===== src/hdl/derp_pkg.sv =====
// Package for the digitizer event record parser.
// Holds the word class codes, the segment descriptor type and the header block sizes.
// No dependencies.
package derp_pkg;

   // Word class codes; also used as the parser's segment kind
   typedef enum logic [3:0] {
      KIND_REC    = 4'd0,
      KIND_START  = 4'd1,
      KIND_HDR0   = 4'd2,
      KIND_HDR1   = 4'd3,
      KIND_HDR2   = 4'd4,
      KIND_HDR3   = 4'd5,
      KIND_WFLEN  = 4'd6,
      KIND_AVELEN = 4'd7,
      KIND_WF     = 4'd8,
      KIND_AVE    = 4'd9,
      KIND_MAW    = 4'd10,
      KIND_DISC   = 4'd11
   } kind_type;

   // Latched error codes
   typedef enum logic [1:0] {
      ERR_NONE   = 2'd0,
      ERR_HDRLEN = 2'd1,
      ERR_WFLEN  = 2'd2
   } err_type;

   localparam int CNT_W   = 26;
   localparam int IDX_W   = 7;
   localparam int EVN_W   = 16;
   localparam int AVE_W   = 16;
   localparam int WORD_W  = 32;
   localparam int FLAG_W  = 4;
   localparam int DATA_W  = 32;
   localparam int RSP_W   = 48;

   localparam logic [CNT_W-1:0]  CNT_MAX     = 26'h3ffffff;
   localparam logic [EVN_W-1:0]  EVN_MAX     = 16'hffff;
   localparam logic [WORD_W-1:0] WFLEN_MASK  = 32'h2ffffff;
   localparam logic [3:0]        AVE_TAG     = 4'ha;
   localparam logic [CNT_W-1:0]  START_WORDS = 26'd2;

   // Optional header block sizes, in words
   localparam logic [CNT_W-1:0] BLOCK_SIZE [4] = '{26'd7, 26'd2, 26'd3, 26'd2};

   // Segment descriptor: kind plus words left in it
   typedef struct packed {
      kind_type         kind;
      logic [CNT_W-1:0] rem;
   } seg_type;

   // First enabled header block at or after position from, else the waveform length word
   function automatic seg_type next_block(input logic [FLAG_W-1:0] flags,
                                          input logic [2:0] from);
      seg_type r;
      logic    found;
      r.kind = KIND_WFLEN;
      r.rem  = '0;
      found  = 1'b0;
      for (int i = 0; i < 4; i++) begin
         if (!found && (3'(i) >= from) && flags[i]) begin
            found  = 1'b1;
            r.kind = kind_type'(4'(KIND_HDR0) + 4'(i));
            r.rem  = BLOCK_SIZE[i];
         end
      end
      return r;
   endfunction

endpackage


===== src/hdl/digitizer_event_record_parser.sv =====
// Digitizer event record parser: labels each 32-bit record word with its class.
// Depends on derp_pkg.
//
//  channel | direction | tdata                               | tuser      | tlast
//  req     | in        | data_word[31:0]                     | -          | last_in_record
//  rsp     | out       | event_number[15:0],                 | word_class | event_done
//          |           | word_in_event[41:16], error_code[43:42]
//
// One word per clock sustained while rsp is not stalled; a word passes through the input
// register, then one pass of parse logic into the result register.
// The parse state updates once per word in that single pass, so words follow back to back.
// Reset is synchronous and active high; it clears control and parse state.
// A stall on rsp holds the result register; the next word waits in the input register and
// req_tready drops in that same cycle.
module digitizer_event_record_parser #(
   parameter int RECORD_HEADER_WORDS = 10
) (
   input  logic                       clock,
   input  logic                       reset,
   input  logic                       req_tvalid,
   output logic                       req_tready,
   input  logic [derp_pkg::DATA_W-1:0] req_tdata,   // [31:0] data_word
   input  logic                       req_tlast,
   output logic                       rsp_tvalid,
   input  logic                       rsp_tready,
   output logic [derp_pkg::RSP_W-1:0] rsp_tdata,   // [15:0] event_number,
                                                   // [41:16] word_in_event,
                                                   // [43:42] error_code, rest zero
   output logic [3:0]                 rsp_tuser,   // [3:0] word_class
   output logic                       rsp_tlast    // event_done
);
   import derp_pkg::*;

   // Input register
   logic              in_valid_ff, in_valid_in;
   logic [WORD_W-1:0] in_data_ff;
   logic              in_last_ff;

   // Result register
   logic              rsp_valid_ff, rsp_valid_in;
   logic [RSP_W-1:0]  rsp_data_ff, rsp_data_in;
   logic [3:0]        rsp_user_ff, rsp_user_in;
   logic              rsp_last_ff, rsp_last_in;

   // Parse state
   logic [IDX_W-1:0]  rec_idx_ff, rec_idx_in;
   logic [WORD_W-1:0] event_len_ff, event_len_in;
   logic [WORD_W-1:0] exp_hdr_len_ff, exp_hdr_len_in;
   logic [CNT_W-1:0]  word_count_ff, word_count_in;
   logic [FLAG_W-1:0] flags_ff, flags_in;
   kind_type          kind_ff, kind_in;
   logic [CNT_W-1:0]  seg_rem_ff, seg_rem_in;
   logic [AVE_W-1:0]  ave_len_ff, ave_len_in;
   logic              maw_ff, maw_in;
   err_type           error_ff, error_in;
   logic [EVN_W-1:0]  event_cnt_ff, event_cnt_in;

   logic              advance;
   logic              req_xfer;

   // Parse temporaries
   kind_type          cls;
   logic [EVN_W-1:0]  evn;
   logic [CNT_W-1:0]  wie;
   logic              done;
   logic              hc_go, aw_go, tl_go, fin;
   logic [CNT_W-1:0]  hc_len;
   logic [CNT_W-1:0]  maw_limit;
   logic [WORD_W-1:0] wf_masked;
   seg_type           nb;

   // Handshake and pipeline advance
   assign advance    = in_valid_ff && (!rsp_valid_ff || rsp_tready);
   assign req_tready = !in_valid_ff || advance;
   assign req_xfer   = req_tvalid && req_tready;

   assign rsp_tvalid = rsp_valid_ff;
   assign rsp_tdata  = rsp_data_ff;
   assign rsp_tuser  = rsp_user_ff;
   assign rsp_tlast  = rsp_last_ff;

   always_comb begin
      if (req_xfer) begin
         in_valid_in = 1'b1;
      end else if (advance) begin
         in_valid_in = 1'b0;
      end else begin
         in_valid_in = in_valid_ff;
      end
      if (advance) begin
         rsp_valid_in = 1'b1;
      end else if (rsp_tready) begin
         rsp_valid_in = 1'b0;
      end else begin
         rsp_valid_in = rsp_valid_ff;
      end
   end

   // Parse one word: next state and result fields
   always_comb begin
      rec_idx_in     = rec_idx_ff;
      event_len_in   = event_len_ff;
      exp_hdr_len_in = exp_hdr_len_ff;
      word_count_in  = word_count_ff;
      flags_in       = flags_ff;
      kind_in        = kind_ff;
      seg_rem_in     = seg_rem_ff;
      ave_len_in     = ave_len_ff;
      maw_in         = maw_ff;
      error_in       = error_ff;
      event_cnt_in   = event_cnt_ff;

      cls       = kind_ff;
      evn       = '0;
      wie       = '0;
      done      = 1'b0;
      hc_go     = 1'b0;
      aw_go     = 1'b0;
      tl_go     = 1'b0;
      fin       = 1'b0;
      hc_len    = '0;
      wf_masked = in_data_ff & WFLEN_MASK;
      nb        = next_block(flags_ff, 3'd0);
      maw_limit = (event_len_ff > 32'(CNT_MAX)) ? CNT_MAX : event_len_ff[CNT_W-1:0];

      if (kind_ff == KIND_REC) begin
         // record header words
         if (rec_idx_ff == 7'd3) begin
            event_len_in = in_data_ff;
         end
         if (rec_idx_ff == 7'd5) begin
            exp_hdr_len_in = in_data_ff;
         end
         rec_idx_in = rec_idx_ff + 7'd1;
         if (rec_idx_in >= IDX_W'(RECORD_HEADER_WORDS)) begin
            kind_in       = KIND_START;
            seg_rem_in    = START_WORDS;
            word_count_in = '0;
            flags_in      = '0;
            ave_len_in    = '0;
            maw_in        = 1'b0;
         end
      end else if (kind_ff == KIND_DISC) begin
         evn = event_cnt_ff;
      end else begin
         evn = event_cnt_ff;
         wie = word_count_ff;
         if (word_count_ff < CNT_MAX) begin
            word_count_in = word_count_ff + 26'd1;
         end
         case (kind_ff)
            KIND_START: begin
               if (seg_rem_ff == START_WORDS) begin
                  flags_in = in_data_ff[FLAG_W-1:0];
               end
               seg_rem_in = seg_rem_ff - 26'd1;
               if (seg_rem_in == '0) begin
                  kind_in    = nb.kind;
                  seg_rem_in = nb.rem;
               end
            end
            KIND_HDR0, KIND_HDR1, KIND_HDR2, KIND_HDR3: begin
               if (seg_rem_ff != '0) begin
                  seg_rem_in = seg_rem_ff - 26'd1;
               end
               if (seg_rem_in == '0) begin
                  nb         = next_block(flags_ff, 3'(kind_ff - KIND_HDR0) + 3'd1);
                  kind_in    = nb.kind;
                  seg_rem_in = nb.rem;
               end
            end
            KIND_WFLEN: begin
               maw_in     = in_data_ff[27];
               ave_len_in = '0;
               if (in_data_ff[31:28] == AVE_TAG) begin
                  kind_in    = KIND_AVELEN;
                  seg_rem_in = wf_masked[CNT_W-1:0];
               end else begin
                  hc_go  = 1'b1;
                  hc_len = wf_masked[CNT_W-1:0];
               end
            end
            KIND_AVELEN: begin
               ave_len_in = in_data_ff[AVE_W-1:0];
               hc_go      = 1'b1;
               hc_len     = seg_rem_ff;
            end
            KIND_WF: begin
               seg_rem_in = seg_rem_ff - 26'd1;
               aw_go      = (seg_rem_in == '0);
            end
            KIND_AVE: begin
               seg_rem_in = seg_rem_ff - 26'd1;
               tl_go      = (seg_rem_in == '0);
            end
            KIND_MAW: begin
               tl_go = 1'b1;
            end
            default: begin
            end
         endcase

         // header length check at the end of the event header
         if (hc_go) begin
            if (32'(word_count_in) != exp_hdr_len_ff) begin
               error_in   = ERR_HDRLEN;
               kind_in    = KIND_DISC;
               seg_rem_in = '0;
            end else if (hc_len != '0) begin
               kind_in    = KIND_WF;
               seg_rem_in = hc_len;
            end else begin
               aw_go = 1'b1;
            end
         end

         // after raw samples: averaged samples, or straight to the tail
         if (aw_go) begin
            if (ave_len_in != '0) begin
               kind_in    = KIND_AVE;
               seg_rem_in = CNT_W'(ave_len_in);
            end else begin
               tl_go = 1'b1;
            end
         end

         // event tail: MAW words or exact length check
         if (tl_go) begin
            if (maw_in) begin
               if (word_count_in >= maw_limit) begin
                  fin = 1'b1;
               end else begin
                  kind_in    = KIND_MAW;
                  seg_rem_in = '0;
               end
            end else if (32'(word_count_in) == event_len_ff) begin
               fin = 1'b1;
            end else begin
               error_in   = ERR_WFLEN;
               kind_in    = KIND_DISC;
               seg_rem_in = '0;
            end
         end

         // event complete: count it and open the next one
         if (fin) begin
            done = 1'b1;
            if (event_cnt_ff < EVN_MAX) begin
               event_cnt_in = event_cnt_ff + 16'd1;
            end
            kind_in       = KIND_START;
            seg_rem_in    = START_WORDS;
            word_count_in = '0;
            flags_in      = '0;
            ave_len_in    = '0;
            maw_in        = 1'b0;
         end
      end

      rsp_user_in = cls;
      rsp_last_in = done;
      rsp_data_in = {4'd0, error_in, wie, evn};

      // end of record: back to the reset state
      if (in_last_ff) begin
         rec_idx_in     = '0;
         event_len_in   = '0;
         exp_hdr_len_in = '0;
         word_count_in  = '0;
         flags_in       = '0;
         kind_in        = KIND_REC;
         seg_rem_in     = '0;
         ave_len_in     = '0;
         maw_in         = 1'b0;
         error_in       = ERR_NONE;
         event_cnt_in   = '0;
      end
   end

   // Control and parse state
   always_ff @(posedge clock) begin
      if (reset) begin
         in_valid_ff    <= 1'b0;
         rsp_valid_ff   <= 1'b0;
         rec_idx_ff     <= '0;
         event_len_ff   <= '0;
         exp_hdr_len_ff <= '0;
         word_count_ff  <= '0;
         flags_ff       <= '0;
         kind_ff        <= KIND_REC;
         seg_rem_ff     <= '0;
         ave_len_ff     <= '0;
         maw_ff         <= 1'b0;
         error_ff       <= ERR_NONE;
         event_cnt_ff   <= '0;
      end else begin
         in_valid_ff  <= in_valid_in;
         rsp_valid_ff <= rsp_valid_in;
         if (advance) begin
            rec_idx_ff     <= rec_idx_in;
            event_len_ff   <= event_len_in;
            exp_hdr_len_ff <= exp_hdr_len_in;
            word_count_ff  <= word_count_in;
            flags_ff       <= flags_in;
            kind_ff        <= kind_in;
            seg_rem_ff     <= seg_rem_in;
            ave_len_ff     <= ave_len_in;
            maw_ff         <= maw_in;
            error_ff       <= error_in;
            event_cnt_ff   <= event_cnt_in;
         end
      end
   end

   // Payload registers
   always_ff @(posedge clock) begin
      if (req_xfer) begin
         in_data_ff <= req_tdata;
         in_last_ff <= req_tlast;
      end
      if (advance) begin
         rsp_data_ff <= rsp_data_in;
         rsp_user_ff <= rsp_user_in;
         rsp_last_ff <= rsp_last_in;
      end
   end

endmodule


===== config.mk =====
export PLATFORM = sky130hd
export DESIGN_NAME = digitizer_event_record_parser
export DESIGN_NICKNAME = d
export VERILOG_FILES = /design/src/hdl/derp_pkg.sv /design/src/hdl/digitizer_event_record_parser.sv
export SDC_FILE = /design/constraint.sdc
export NUM_CORES = 1
export LEC_CHECK = 0
export BUFFER_PORTS_ARGS = -buffer_cell sky130_fd_sc_hd__buf_2
export CORE_MARGIN = 5
export CORE_UTILIZATION = 56
export CTS_CLUSTER_SIZE = 40
export DETAILED_ROUTE_END_ITERATION = 8
export HOLD_SLACK_MARGIN = 0.12
export PLACE_DENSITY = 0.73
export SETUP_SLACK_MARGIN = 0.02
export SLEW_MARGIN = 30
export SYNTH_ARGS = -nofsm -noshare
export SYNTH_HDL_FRONTEND = slang
export SYNTH_SLANG_ARGS = --single-unit

===== constraint.sdc =====
create_clock -name clock -period 4.3 [get_ports clock]
set_input_delay 0.215 -clock clock [delete_from_list [all_inputs] [get_ports clock]]
set_output_delay 0.215 -clock clock [all_outputs]
set_load 0.005 [all_outputs]

==> out/metrics.cfg <==
[sta]
grt_setup_unrepaired=true
slew_headroom_pct=39.0
slew_violations=0
finalCriticalPeriod_ns=4.41
report.final.hold_viol_count=0
clock-skew-final_ns=0.0259
setup-violations-final=52
post-route-worst-setup-slack_ns=-0.114
worst_pin_slew_ns=0.915
layout_worst_path_cycle_share_pct=103
achievable-frequency_mhz=227
hold_ws_ns=0.215

[cells_and_area]
post-route-cell-area_um2=20600
fin_nets=2315
share_of_final_layout_standard_cells_stronger_than_drive_strength_1_pct=26.9
layoutNonFillerInstCount=2640
n_antenna_cell=0
area_growth_syn_to_layout_pct=30.4

[floorplanning]
die-height_um=178
core_area_um2=27900
top_level_ports=92
initial_core_util_pct=56.8
fp.dieArea_um2=31700
cell_row_count=61
die_w_um=178

[routing]
avgRoutedWirePerCell_um=23.8
drt_wl_total_um=62700
detailed_route_via_count=17300
detailedRoute.firstIterationViolations=2411
final_antenna_net_count=0
viasPerCell=6.57
first_pass_iters=6
drt_drc_violations_left=0

[worst_setup_path]
cp.arrival_ns=4.81
path_max_fanout=9
timing.setup.critical_path_class=flip-flop to flip-flop
critical-path-slowest-cell=or4b_4
worst_setup_path_start_kind=flip-flop
critical_path.endpoint_type=flip-flop
worst_ep_required_time_ns=4.70
maximum_single_stage_delay_on_the_critical_path_ns=0.58
list_of_cells_traversed_by_the_critical_path=buf_4 > nand4_1 > nor3_1 > and3_1 > mux2_4 > xnor2_1 > or4b_4 > or4b_4 > or3_4 > o21ai_4 > a21oi_4 > buf_12 > buf_4 > o21ai_0 > a21oi_1

[yosys]
ys_types=100
seq_area_frac_synth_pct=36.8
synthTopCellsByArea=dfxtp_1, edfxtp_1, nand2_1
synthFlopType=dfxtp_1
syn_area_um2=15800
yosys.cell_count.top_type=nand2_1
async_reset_ff_share_pct=0
avg_cell_area_syn_um2=8.26
dominant_cell_type_by_area_after_synthesis=dfxtp_1
synth_enable_flop_cells=82
ys_ff_latch=250
syn_inst=1916
synth.yosys.warnings=0
post-synth-top-area-fraction_pct=21.3
synth_top_cells_by_count=nand2_1, nor2_1, dfxtp_1

[clock_network]
clkSinkCount=250
tritoncts=yes
cts_buffer_depth=3
worst_setup_hold_path_clk_slew_ns=0.06
clk_latency_ns=0.57
cts_inserted_buffers=28
cts-htree-levels=1
cts_root_buffer_type=clkbuf_16

[global_routing]
first_global_vias=15900
groute.usage.overall_pct=37.5
grt_first_pass_wirelength_um=92800
grt_max_degree=78
grt_antenna_before_repair=1
gr-total-overflow=0

[worst_hold_path]
hp-class=input port to flip-flop

[place]
place_worst_setup_slack_ns=-0.302
place_inst=2529
port-buffer-count=87
finalWeightedCongestion=1.07
placed_cell_area_um2=18400
hpwl_um=44600

[power_and_ir_drop]
worst_ir_drop_vdd_mv=0.317
totalPowerFinal_uw=5500
pwr_density_cell_nw_per_um2=266
p_leak_uw=0.00795

[status]
failed_checks=negative setup slack
run_status=finished with violations

[job]
max_cap_violations=0

[repair_timing]
| item | in CTS | in global routing |
|---|---|---|
| buffers inserted | 1 | 17 |
| resized for setup | 52 | 88 |
| hold buffers | 36 | 0 |
| hold endpoints to repair | 35 | 0 |
| gates cloned | 1 | 2 |
| pin swaps | 12 | 27 |
| setup endpoints to repair | 95 | 95 |
[kinds of logic after synthesis]
| group | count (synthesis) | synth area share (%) |
|---|---|---|
| AO/OA/AOI/OAI | 497 | 22.2 |
| XOR/XNOR | 85 | 4.70 |
| adder cells (fa/ha/maj) | 38 | 3.00 |
| buffers and inverters | 178 | 4.84 |
| flip-flops | 250 | 36.8 |
| multiplexers | 12 | 0.783 |
| other | 1 | 0.0237 |
| AND/OR/NAND/NOR | 855 | 27.6 |
[through the flow]
stage	util [%]	setup TNS [ns]
5_1_grt	74.1	-8.57
3_5_place_dp	66.1	-16.68
2_1_floorplan	-	0
3_3_place_gp	66.1	-11.97
4_1_cts	71.7	0
6_report	74.1	-2.48
[final cells by class]
| class | count | area [µm²] |
|---|---|---|
| clock buffer | 36 | 762 |
| clock inverter | 16 | 200 |
| fill | 2061 | 7220 |
| inverter | 46 | 173 |
| multi-input combinational | 1491 | 9870 |
| sequential | 250 | 5840 |
| tap | 378 | 473 |
| timing repair buffer | 423 | 3320 |
[metal layers]
| layer | vias up | share of wire (%) | routed length, µm | track usage (%) |
|---|---|---|---|---|
| li1 | 7657 | - | - | - |
| met1 | 8241 | 41 | 25500 | 53.0 |
| met2 | 1229 | 43 | 26900 | 57.4 |
| met3 | 209 | 12 | 7380 | 7.61 |
| met4 | 0 | 4.7 | 2940 | 13.2 |
| met5 | - | 0 | 0 | 0 |
[worst max-delay path, delay by kind of cell (launching register included)]
| kind | cells | cell delay, ns |
|---|---|---|
| XOR/XNOR | 1 | 0.07 |
| buffers and inverters | 3 | 0.56 |
| multiplexers | 1 | 0.19 |
| flip-flops | 1 | 0.41 |
| AND/OR/NAND/NOR | 6 | 2.42 |
| AO/OA/AOI/OAI | 4 | 0.60 |
[power by group]
| group | switching, µW | internal [µW] |
|---|---|---|
| sequential | 59.7 | 2490 |
| clock | 1040 | 1500 |
| combinational | 247 | 163 |
| total | 1350 | 4150 |
[worst paths after layout]
path	startpoint	endpoint	slack, ns	cells past startpoint
setup / recovery	word_count_ff[23]$_SDFFE_PP0P_	cls[3]$_SDFFE_PP0P_	-0.11	15
hold / removal	reset	word_count_ff[10]$_SDFFE_PP0P_	0.21	2
setup reg to reg	word_count_ff[23]$_SDFFE_PP0P_	cls[3]$_SDFFE_PP0P_	-0.11	15
hold reg to reg	exp_hdr_len_ff[26]$_SDFFE_PP0P_	exp_hdr_len_ff[26]$_SDFFE_PP0P_	0.46	2
[state kept, by name, summed over array words and instances, names as in the netlist, 16 cells and up]
signal and count:
in_data_ff 32, seg_rem_ff 26, event_len_ff 32, event_cnt_ff 16
word_count_ff 26, exp_hdr_len_ff 32, rsp_tdata 44, ave_len_ff 16
[placed cells by master, fill, tap and decap left out, types with 14 or more instances in the layout]
master,n
a22o_1,16
xnor2_1,54
a22oi_1,27
a221oi_1,15
inv_1,44
a21o_1,15
edfxtp_1,82
nor2b_1,80
ha_1,37
clkbuf_16,31
nor4_1,30
nand3_1,42
nand4_1,33
nand2_1,254
dfxtp_1,159
buf_2,86
o21ai_0,69
o211ai_1,15
nor2_1,190
nor3_1,37
a31oi_1,16
a21oi_1,137
and2_1,14
and3_1,19
buf_6,14
nand2b_1,17
a22oi_2,37
xor2_1,24
dlygate4sd3_1,36
buf_4,271
(Power assumes the default switching activity.)
